**config.mk**
```make
export PLATFORM = sky130hd
export DESIGN_NAME = span_overlap_centroid_accumulator
export DESIGN_NICKNAME = d
export VERILOG_FILES = /design/src/hdl/soca_pkg.sv /design/src/hdl/soca_div.sv /design/src/hdl/soca_dp.sv /design/src/hdl/soca_ctrl.sv /design/src/hdl/span_overlap_centroid_accumulator.sv
export SDC_FILE = /design/constraint.sdc
export NUM_CORES = 2
export LEC_CHECK = 0
export ABC_AREA = 0
export BUFFER_PORTS_ARGS = -buffer_cell sky130_fd_sc_hd__buf_2
export CAP_MARGIN = 0
export CORE_ASPECT_RATIO = 0.5
export CORE_UTILIZATION = 58
export CTS_CLUSTER_DIAMETER = 150
export DETAILED_ROUTE_END_ITERATION = 10
export PLACE_DENSITY = 0.85
export SLEW_MARGIN = 20
export SYNTH_ARGS = -nofsm -noshare
export SYNTH_HDL_FRONTEND = slang
export SYNTH_SLANG_ARGS = --single-unit
export TNS_END_PERCENT = 30
```
**constraint.sdc**
```tcl
create_clock -name clk -period 5.9 [get_ports clk]
set_input_delay 0.59 -clock clk [delete_from_list [all_inputs] [get_ports clk]]
set_output_delay 0.59 -clock clk [all_outputs]
set_load 0.02 [all_outputs]
```
**src/hdl/soca_pkg.sv**
```systemverilog
`default_nettype none
package soca_pkg;

    localparam int SLOTS_DEF = 16;
    localparam int MAX_EMIT  = 16;

    localparam int OP_W    = 2;
    localparam int SLOT_W  = 4;
    localparam int COORD_W = 11;
    localparam int POLY_W  = 8;
    localparam int COUNT_W = 20;
    localparam int SUM_W   = 32;
    localparam int LEN_W   = 11;
    localparam int PROD_W  = 22;
    localparam int DX_W    = 23;

    localparam logic [OP_W-1:0] OP_START  = 2'd0;
    localparam logic [OP_W-1:0] OP_SPAN   = 2'd1;
    localparam logic [OP_W-1:0] OP_FINISH = 2'd2;

    typedef struct packed {
        logic              load_in;
        logic              clear;
        logic              mul;
        logic              sum;
        logic              upd_a;
        logic              upd_b;
        logic              fin_load;
        logic              out_load;
        logic              out_last;
        logic [SLOT_W-1:0] idx;
    } cmd_t;

    typedef struct packed {
        logic span_ok;
        logic div_busy;
        logic out_free;
    } sts_t;

endpackage
`default_nettype wire

```
**src/hdl/soca_div.sv**
```systemverilog
`default_nettype none
module soca_div (
    input  wire logic                         clk,
    input  wire logic                         rst_n,
    input  wire logic                         start,
    input  wire logic [soca_pkg::SUM_W-1:0]   num,
    input  wire logic [soca_pkg::COUNT_W-1:0] den,
    output logic                              busy,
    output logic [soca_pkg::COORD_W-1:0]      quot
);
    import soca_pkg::*;

    localparam int CW = $clog2(COORD_W + 1);
    localparam int DW = COUNT_W + COORD_W - 1;

    logic [SUM_W-1:0]   rem_reg, rem_next;
    logic [DW-1:0]      dvs_reg, dvs_next;
    logic [COORD_W-1:0] quot_reg, quot_next;
    logic [CW-1:0]      cnt_reg, cnt_next;
    logic               over;
    logic               ge;

    // quotient would not fit in COORD_W bits: clamp to all ones
    assign over = num[SUM_W-1:COORD_W] >= (SUM_W-COORD_W)'(den);
    assign ge   = rem_reg >= SUM_W'(dvs_reg);

    always_comb
    begin
        rem_next  = rem_reg;
        dvs_next  = dvs_reg;
        quot_next = quot_reg;
        cnt_next  = cnt_reg;
        if (start)
        begin
            rem_next = num;
            dvs_next = {den, {(COORD_W-1){1'b0}}};
            if (over)
            begin
                quot_next = '1;
                cnt_next  = '0;
            end
            else
            begin
                quot_next = '0;
                cnt_next  = CW'(COORD_W);
            end
        end
        else if (cnt_reg != '0)
        begin
            if (ge)
                rem_next = rem_reg - SUM_W'(dvs_reg);
            quot_next = {quot_reg[COORD_W-2:0], ge};
            dvs_next  = dvs_reg >> 1;
            cnt_next  = cnt_reg - CW'(1);
        end
    end

    always_ff @(posedge clk or negedge rst_n)
    begin
        if (!rst_n)
            cnt_reg <= '0;
        else
            cnt_reg <= cnt_next;
    end

    always_ff @(posedge clk)
    begin
        rem_reg  <= rem_next;
        dvs_reg  <= dvs_next;
        quot_reg <= quot_next;
    end

    assign busy = cnt_reg != '0;
    assign quot = quot_reg;

endmodule
`default_nettype wire

```
**src/hdl/soca_dp.sv**
```systemverilog
`default_nettype none
module soca_dp #(
    parameter int SLOTS = soca_pkg::SLOTS_DEF
) (
    input  wire logic                         clk,
    input  wire logic                         rst_n,
    input  wire soca_pkg::cmd_t               cmd,
    output soca_pkg::sts_t                    sts,
    input  wire logic [soca_pkg::SLOT_W-1:0]  slot_a,
    input  wire logic [soca_pkg::SLOT_W-1:0]  slot_b,
    input  wire logic [soca_pkg::COORD_W-1:0] row,
    input  wire logic [soca_pkg::COORD_W-1:0] x_start,
    input  wire logic [soca_pkg::COORD_W-1:0] x_end,
    input  wire logic [soca_pkg::POLY_W-1:0]  poly_a,
    input  wire logic [soca_pkg::POLY_W-1:0]  poly_b,
    output logic                              out_valid,
    input  wire logic                         out_ready,
    output logic [soca_pkg::SLOT_W-1:0]       slot,
    output logic                              hit,
    output logic [soca_pkg::COORD_W-1:0]      centre_x,
    output logic [soca_pkg::COORD_W-1:0]      centre_y,
    output logic [soca_pkg::COUNT_W-1:0]      pixel_count,
    output logic [soca_pkg::POLY_W-1:0]       partner,
    output logic                              last
);
    import soca_pkg::*;

    // slot indices are SLOT_W wide, so no more than MAX_EMIT entries are reachable
    localparam int DEPTH = (SLOTS < MAX_EMIT) ? SLOTS : MAX_EMIT;
    localparam int AW    = (DEPTH > 1) ? $clog2(DEPTH) : 1;

    logic [COUNT_W-1:0] cnt_store_reg [DEPTH];
    logic [SUM_W-1:0]   xsum_store_reg [DEPTH];
    logic [SUM_W-1:0]   ysum_store_reg [DEPTH];
    logic [POLY_W-1:0]  par_store_reg [DEPTH];

    // span word
    logic [SLOT_W-1:0]  sa_reg, sb_reg;
    logic [POLY_W-1:0]  pa_reg, pb_reg;
    logic [COORD_W-1:0] row_reg, xs_reg;
    logic [LEN_W-1:0]   len_reg;
    logic               span_ok_reg;
    logic [PROD_W-1:0]  px_reg, tri_reg, py_reg;
    logic [DX_W-1:0]    dx_reg;
    logic [PROD_W-1:0]  dy_reg;

    logic [LEN_W:0]     len_p1;
    logic [LEN_W*2:0]   tri_full;

    logic [SLOT_W-1:0]  upd_sel;
    logic [POLY_W-1:0]  upd_par;
    logic               upd_ok;
    logic [AW-1:0]      rd_idx;
    logic [COUNT_W:0]   cnt_sum;
    logic [SUM_W:0]     xs_sum, ys_sum;
    logic [COUNT_W-1:0] cnt_new;
    logic [SUM_W-1:0]   xsum_new, ysum_new;

    // finish
    logic [COUNT_W-1:0] fin_cnt_reg;
    logic [POLY_W-1:0]  fin_par_reg;
    logic               div_busy_x, div_busy_y;
    logic [COORD_W-1:0] quot_x, quot_y;
    logic               fin_hit;

    // output register
    logic               out_valid_reg;
    logic [SLOT_W-1:0]  slot_reg;
    logic               hit_reg;
    logic [COORD_W-1:0] cx_reg, cy_reg;
    logic [COUNT_W-1:0] pc_reg;
    logic [POLY_W-1:0]  par_reg;
    logic               last_reg;

    assign len_p1   = {1'b0, len_reg} + (LEN_W+1)'(1);
    assign tri_full = (LEN_W*2+1)'(len_reg) * (LEN_W*2+1)'(len_p1);

    always_ff @(posedge clk)
    begin
        if (cmd.load_in)
        begin
            sa_reg  <= slot_a;
            sb_reg  <= slot_b;
            pa_reg  <= poly_a;
            pb_reg  <= poly_b;
            row_reg <= row;
            xs_reg  <= x_start;
            len_reg <= x_end - x_start;
        end
        if (cmd.mul)
        begin
            px_reg  <= PROD_W'(xs_reg) * PROD_W'(len_reg);
            tri_reg <= tri_full[PROD_W:1];
            py_reg  <= PROD_W'(len_reg) * PROD_W'(row_reg);
        end
        if (cmd.sum)
        begin
            dx_reg <= DX_W'(px_reg) + DX_W'(tri_reg);
            dy_reg <= py_reg;
        end
        if (cmd.fin_load)
        begin
            fin_cnt_reg <= cnt_store_reg[rd_idx];
            fin_par_reg <= par_store_reg[rd_idx];
        end
    end

    always_ff @(posedge clk or negedge rst_n)
    begin
        if (!rst_n)
            span_ok_reg <= 1'b0;
        else if (cmd.load_in)
            span_ok_reg <= x_end > x_start;
    end

    // slot a takes poly_b as partner, slot b takes poly_a
    assign upd_sel = cmd.upd_a ? sa_reg : sb_reg;
    assign upd_par = cmd.upd_a ? pb_reg : pa_reg;
    assign upd_ok  = 32'(upd_sel) < SLOTS;
    assign rd_idx  = cmd.fin_load ? cmd.idx[AW-1:0] : upd_sel[AW-1:0];

    assign cnt_sum  = {1'b0, cnt_store_reg[rd_idx]} + (COUNT_W+1)'(len_reg);
    assign xs_sum   = {1'b0, xsum_store_reg[rd_idx]} + (SUM_W+1)'(dx_reg);
    assign ys_sum   = {1'b0, ysum_store_reg[rd_idx]} + (SUM_W+1)'(dy_reg);
    assign cnt_new  = cnt_sum[COUNT_W] ? '1 : cnt_sum[COUNT_W-1:0];
    assign xsum_new = xs_sum[SUM_W] ? '1 : xs_sum[SUM_W-1:0];
    assign ysum_new = ys_sum[SUM_W] ? '1 : ys_sum[SUM_W-1:0];

    always_ff @(posedge clk or negedge rst_n)
    begin
        if (!rst_n)
        begin
            for (int i = 0; i < DEPTH; i++)
            begin
                cnt_store_reg[i]  <= '0;
                xsum_store_reg[i] <= '0;
                ysum_store_reg[i] <= '0;
                par_store_reg[i]  <= '0;
            end
        end
        else if (cmd.clear)
        begin
            for (int i = 0; i < DEPTH; i++)
            begin
                cnt_store_reg[i]  <= '0;
                xsum_store_reg[i] <= '0;
                ysum_store_reg[i] <= '0;
                par_store_reg[i]  <= '0;
            end
        end
        else if ((cmd.upd_a || cmd.upd_b) && upd_ok)
        begin
            cnt_store_reg[rd_idx]  <= cnt_new;
            xsum_store_reg[rd_idx] <= xsum_new;
            ysum_store_reg[rd_idx] <= ysum_new;
            par_store_reg[rd_idx]  <= upd_par;
        end
    end

    soca_div u_div_x (
        .clk   (clk),
        .rst_n (rst_n),
        .start (cmd.fin_load),
        .num   (xsum_store_reg[rd_idx]),
        .den   (cnt_store_reg[rd_idx]),
        .busy  (div_busy_x),
        .quot  (quot_x)
    );

    soca_div u_div_y (
        .clk   (clk),
        .rst_n (rst_n),
        .start (cmd.fin_load),
        .num   (ysum_store_reg[rd_idx]),
        .den   (cnt_store_reg[rd_idx]),
        .busy  (div_busy_y),
        .quot  (quot_y)
    );

    assign fin_hit = fin_cnt_reg != '0;

    always_ff @(posedge clk or negedge rst_n)
    begin
        if (!rst_n)
            out_valid_reg <= 1'b0;
        else if (cmd.out_load)
            out_valid_reg <= 1'b1;
        else if (out_ready)
            out_valid_reg <= 1'b0;
    end

    always_ff @(posedge clk)
    begin
        if (cmd.out_load)
        begin
            slot_reg <= cmd.idx;
            hit_reg  <= fin_hit;
            cx_reg   <= fin_hit ? quot_x : '0;
            cy_reg   <= fin_hit ? quot_y : '0;
            pc_reg   <= fin_cnt_reg;
            par_reg  <= fin_par_reg;
            last_reg <= cmd.out_last;
        end
    end

    assign sts.span_ok  = span_ok_reg;
    assign sts.div_busy = div_busy_x || div_busy_y;
    assign sts.out_free = !out_valid_reg || out_ready;

    assign out_valid   = out_valid_reg;
    assign slot        = slot_reg;
    assign hit         = hit_reg;
    assign centre_x    = cx_reg;
    assign centre_y    = cy_reg;
    assign pixel_count = pc_reg;
    assign partner     = par_reg;
    assign last        = last_reg;

endmodule
`default_nettype wire

```
**src/hdl/soca_ctrl.sv**
```systemverilog
`default_nettype none
module soca_ctrl #(
    parameter int SLOTS = soca_pkg::SLOTS_DEF
) (
    input  wire logic                      clk,
    input  wire logic                      rst_n,
    input  wire logic                      in_valid,
    output logic                           in_ready,
    input  wire logic [soca_pkg::OP_W-1:0] op,
    output soca_pkg::cmd_t                 cmd,
    input  wire soca_pkg::sts_t            sts
);
    import soca_pkg::*;

    localparam int DEPTH = (SLOTS < MAX_EMIT) ? SLOTS : MAX_EMIT;

    localparam logic [2:0] S_IDLE  = 3'd0;
    localparam logic [2:0] S_MUL   = 3'd1;
    localparam logic [2:0] S_SUM   = 3'd2;
    localparam logic [2:0] S_UPA   = 3'd3;
    localparam logic [2:0] S_UPB   = 3'd4;
    localparam logic [2:0] S_FLOAD = 3'd5;
    localparam logic [2:0] S_FDIV  = 3'd6;

    logic [2:0]        state_reg, state_next;
    logic [SLOT_W-1:0] idx_reg, idx_next;
    logic              at_last;

    assign at_last = idx_reg == SLOT_W'(DEPTH - 1);

    always_comb
    begin
        state_next = state_reg;
        idx_next   = idx_reg;
        cmd        = '0;
        cmd.idx    = idx_reg;
        in_ready   = 1'b0;
        case (state_reg)
            S_IDLE:
            begin
                in_ready = 1'b1;
                if (in_valid)
                begin
                    case (op)
                        OP_START:
                            cmd.clear = 1'b1;
                        OP_SPAN:
                        begin
                            cmd.load_in = 1'b1;
                            state_next  = S_MUL;
                        end
                        OP_FINISH:
                        begin
                            idx_next   = '0;
                            state_next = S_FLOAD;
                        end
                        default:
                            state_next = S_IDLE;
                    endcase
                end
            end
            S_MUL:
            begin
                cmd.mul    = 1'b1;
                state_next = sts.span_ok ? S_SUM : S_IDLE;
            end
            S_SUM:
            begin
                cmd.sum    = 1'b1;
                state_next = S_UPA;
            end
            S_UPA:
            begin
                cmd.upd_a  = 1'b1;
                state_next = S_UPB;
            end
            S_UPB:
            begin
                cmd.upd_b  = 1'b1;
                state_next = S_IDLE;
            end
            S_FLOAD:
            begin
                cmd.fin_load = 1'b1;
                state_next   = S_FDIV;
            end
            S_FDIV:
            begin
                if (!sts.div_busy && sts.out_free)
                begin
                    cmd.out_load = 1'b1;
                    cmd.out_last = at_last;
                    if (at_last)
                        state_next = S_IDLE;
                    else
                    begin
                        idx_next   = idx_reg + SLOT_W'(1);
                        state_next = S_FLOAD;
                    end
                end
            end
            default:
                state_next = S_IDLE;
        endcase
    end

    always_ff @(posedge clk or negedge rst_n)
    begin
        if (!rst_n)
        begin
            state_reg <= S_IDLE;
            idx_reg   <= '0;
        end
        else
        begin
            state_reg <= state_next;
            idx_reg   <= idx_next;
        end
    end

endmodule
`default_nettype wire

```
**src/hdl/span_overlap_centroid_accumulator.sv**
```systemverilog
// Span overlap centroid accumulator.
// Input channel (in_valid/in_ready) takes one word per op: start clears all
// slots, span adds a scanline span to slot_a and slot_b, finish emits one
// result word per slot on the output channel (out_valid/out_ready), slot 0
// upward, the final one with last set. Op 3 is dropped.
// in_ready is high only while the controller is idle.
// Start: done in the accepting step. Span: accept, multiply, sum, update slot a,
// update slot b; an empty or reversed span ends after the multiply.
// Finish: per slot one store read plus an 11-step restoring
// divide (x and y in parallel); an empty slot or one whose mean
// clamps skips the divide.
// The first result is loaded into the output register once slot 0 has
// been read and divided.
// Results go through a single output register: a stalled receiver holds the
// controller before it loads the next slot, and after the last slot the
// input side reopens while that result still waits.
// Reset clears every slot, the controller and the output valid at once.
`default_nettype none
module span_overlap_centroid_accumulator #(
    parameter int SLOTS = soca_pkg::SLOTS_DEF
) (
    input  wire logic                         clk,
    input  wire logic                         rst_n,
    input  wire logic                         in_valid,
    output logic                              in_ready,
    input  wire logic [soca_pkg::OP_W-1:0]    op,
    input  wire logic [soca_pkg::SLOT_W-1:0]  slot_a,
    input  wire logic [soca_pkg::SLOT_W-1:0]  slot_b,
    input  wire logic [soca_pkg::COORD_W-1:0] row,
    input  wire logic [soca_pkg::COORD_W-1:0] x_start,
    input  wire logic [soca_pkg::COORD_W-1:0] x_end,
    input  wire logic [soca_pkg::POLY_W-1:0]  poly_a,
    input  wire logic [soca_pkg::POLY_W-1:0]  poly_b,
    output logic                              out_valid,
    input  wire logic                         out_ready,
    output logic [soca_pkg::SLOT_W-1:0]       slot,
    output logic                              hit,
    output logic [soca_pkg::COORD_W-1:0]      centre_x,
    output logic [soca_pkg::COORD_W-1:0]      centre_y,
    output logic [soca_pkg::COUNT_W-1:0]      pixel_count,
    output logic [soca_pkg::POLY_W-1:0]       partner,
    output logic                              last
);
    import soca_pkg::*;

    cmd_t cmd;
    sts_t sts;

    soca_ctrl #(
        .SLOTS (SLOTS)
    ) u_ctrl (
        .clk      (clk),
        .rst_n    (rst_n),
        .in_valid (in_valid),
        .in_ready (in_ready),
        .op       (op),
        .cmd      (cmd),
        .sts      (sts)
    );

    soca_dp #(
        .SLOTS (SLOTS)
    ) u_dp (
        .clk         (clk),
        .rst_n       (rst_n),
        .cmd         (cmd),
        .sts         (sts),
        .slot_a      (slot_a),
        .slot_b      (slot_b),
        .row         (row),
        .x_start     (x_start),
        .x_end       (x_end),
        .poly_a      (poly_a),
        .poly_b      (poly_b),
        .out_valid   (out_valid),
        .out_ready   (out_ready),
        .slot        (slot),
        .hit         (hit),
        .centre_x    (centre_x),
        .centre_y    (centre_y),
        .pixel_count (pixel_count),
        .partner     (partner),
        .last        (last)
    );

endmodule
`default_nettype wire
```
==> metrics.md <==
| Metric | Value |
|---|---|
| Status | finished, final reports clean |
| Slew @ Worst Pin | 1150 ps |
| Max VDD drop | 482 uV |
| CTS Root Cell | clkbuf_16 |
| Post-synth ARST share | 0.789 |
| All-layer global routing usage | 0.340 |
| Layout area overhead | 12.0% |
| Max H-tree Level | 4 |
| First-pass GRT wire length | 489 mm |
| Slew HR | 0.236 |
| Clock transition at path regs | 70 ps |
| # rows | 109 |
| Post-synth EDFFs | 378 |
| Required time worst endpoint | 6460 ps |
| Synth Warn # | 0 |
| Unrepaired setup endpoints after global routing | yes |
| Final worst-path cycle share | 0.990 |
| Pwr/cell area | 653 nW/um^2 |
| Clock sink total | 1887 |
| Total negative slack | 0 ps |
| Drt first pass iters | 9 |
| Pre-CTS WS | -170 ps |
| Sequential fraction of the synthesis area | 0.470 |
| # fillers | 13150 |
| Final setup violation count | 0 |
| Core Area | 178000 sq um |
| Post-DRT Antenna Nets | 0 |
| Pin count of the biggest net entering global routing | 229 |
| Vias in the first global route | 87047 |
| Leakage | 52.1 nW |
| DP Wirelength | 193 mm |
| NumNets Final | 12102 |
| Yosys reg bits | 1887 |
| Reg2Reg Depth | 22 |
| TritonCTS Buffers | 175 |
| Final hold viol count | 0 |
| Mapped Area | 104000 sq um |
| Max-slew violations | 0 |
| DR DRC count | 0 |
| Fraction of layout cells with a size suffix above 1 | 0.104 |
| Initial antenna violation count | 13 |
| Crit Path Category | flop to flop |
| Io pins | 121 |
| Tmin final | 5840 ps |
| Worst Hold Path Cells | 1 |
| Mapped Nets | 12203 |
| Most used flip-flop cell after synthesis | dfrtp_1 |
| Final Cell Area | 117000 sq um |
| WL/cell | 22.8 microns |
| Die X | 602 microns |
| CTS tree | done |
| Final Skew | 85.5 ps |
| GPL Wtd Cong | 0.936 |
| CP max FO | 4 |
| Hold endpoint | u_dp.xs_reg[1] |
| Worst R2R Start | u_dp.len_reg[1] |
| Setup slack after layout | 57.4 ps |
| Hold_sp | x_start[1] |
| CP Data Arrival Time | 6410 ps |
| Critical path endpoint category | flop |
| Chip height | 302 microns |
| Worst Hold Class | input port to flop |
| Most frequent cells in the layout | 2091 x nand3_1, 1595 x nand2_1, 1488 x dfrtp_1 |
| IO buf count | 120 |
| Clock Latency Late Sink | 870 ps |
| Overflow after GRT | 0 |
| Fmax | 171 MHz |
| Die area | 182000 sq um |
| Reg-to-reg slack, setup | 60 ps |
| Detailed Route WL | 317 mm |
| Starting Density | 0.587 |
| Max Cap Violations | 0 |
| Non-filler cells, final | 13918 |
| Final Core Density | 0.658 |
| Distinct cell type count after synthesis | 98 |
| FF-to-FF End | u_dp.tri_reg[21] |
| Vias per cell | 6.54 |
| DP Area | 110000 sq um |
| CP Launch Type | flop |
| Avg Cell Area, Syn | 9.07 sq um |
| Hold_ws | 38.0 ps |
| Via total after detailed routing | 91016 |
| Most common cell after layout, fill and taps aside | nand3_1 |
| Total power | 76.3 mW |
| Gate Count Post-Synth | 11498 |
| DR iter-0 viols | 14282 |
| Clock buffer depth | 4 |
| Cell Count Post-Placement | 13527 |
[worst max path at each step]
stage | startpoint | endpoint | slack, ps | cells past startpoint
floorplan | u_dp.len_reg[1] | u_dp.tri_reg[20] | -20 | 23
global placement | u_dp.len_reg[1] | u_dp.tri_reg[21] | -10 | 21
detailed placement | u_ctrl.state_reg[0] | u_dp.xsum_store_reg[304] | -170 | 22
CTS | u_dp.len_reg[1] | u_dp.tri_reg[20] | 0.9 | 22
global route | u_dp.len_reg[1] | u_dp.tri_reg[21] | -160 | 22
finish | u_dp.len_reg[1] | u_dp.tri_reg[21] | 60 | 22
[cell type report]
class	instances	area [sq um]	share of cell area
Sequential cell	1887	49000	0.419
Tap cell	2386	2990	0.0255
Timing Repair Buffer	714	7130	0.0610
Multi-Input combinational cell	8113	50000	0.428
Clock inverter	46	558	0.00478
Inverter	506	1900	0.0163
Clock buffer	260	5280	0.0451
Antenna cell	6	15.0	0.000128
[where the power goes]
part | switching, mW | leakage [nW] | internal, mW
sequential | 2.85 | 24.0 | 19.3
combinational | 25.8 | 25.2 | 16.5
clock | 5.15 | 2.88 | 6.71
[repair_timing]
item | 4_1_cts | 5_1_grt
gates cloned | 0 | 3
pin swaps | 6 | 22
endpoints found under the hold margin | 177 | 0
endpoints found under the setup margin | 401 | 1305
setup buffers | 8 | 21
gates resized for setup | 12 | 80
hold buffers | 46 | 0
[kinds of logic (layout without fill, tap and decap cells)]
logic type | Yosys count | count (layout) | synth area share
AND/OR/NAND/NOR | 4662 | 4663 | 0.211
AO/OA/AOI/OAI | 2465 | 2465 | 0.134
XOR/XNOR | 192 | 192 | 0.0161
other | 0 | 6 | 0
flip-flops | 1887 | 1887 | 0.470
buffers and inverters | 1499 | 1526 | 0.0588
adder cells (fa/ha/maj) | 642 | 642 | 0.0954
multiplexers | 151 | 151 | 0.0150
[worst max-delay path: stages, from the launching register on]
cell and delay (ps):
edfxtp_1 410, ha_2 210, nand3_2 120, or2_4 280, ha_4 230, nand2b_1 160
fa_1 460, fa_1 510, inv_1 50, fa_1 480, fa_1 490, inv_1 60
fa_1 490, inv_1 70, ha_4 230, a21o_1 190, a21oi_2 140, o21ai_2 80
o2111ai_2 280, a31oi_4 150, a41oi_2 240, mux2i_1 200, nor2_1 60
[layer usage]
layer  global-route usage  up-vias  wire, microns
met2                0.523     6114         140000
met3               0.0868     1246          41900
met5                    0        -             73
li1                     -    39669              -
met4                0.152       10          15500
met1                0.459    43977         119000
[cells in the mapped netlist, types with 36 or more instances]
cell type	number	area (sq um)
nand3_1	2095	10500
nand2_1	1612	6050
dfrtp_1	1489	37300
o21ai_0	1415	7080
clkbuf_1	789	2960
inv_1	502	1880
ha_1	386	4830
edfxtp_1	378	11400
a21oi_1	288	1440
fa_1	256	5120
nor2_1	246	923
o21ai_1	225	1130
and3_1	159	995
xnor2_1	133	1160
and2_1	121	757
a311oi_1	111	972
mux2i_1	109	1090
nor2b_1	105	657
a21o_1	78	586
nand2b_1	73	457
buf_1	71	267
buf_2	71	355
nor3_1	64	320
a31oi_1	61	382
xor2_1	59	517
mux2_2	41	462
nor2_2	40	250
a211oi_1	36	270
buf_6	36	405
o21a_1	36	270
Power figures use the tool's default switching activity.
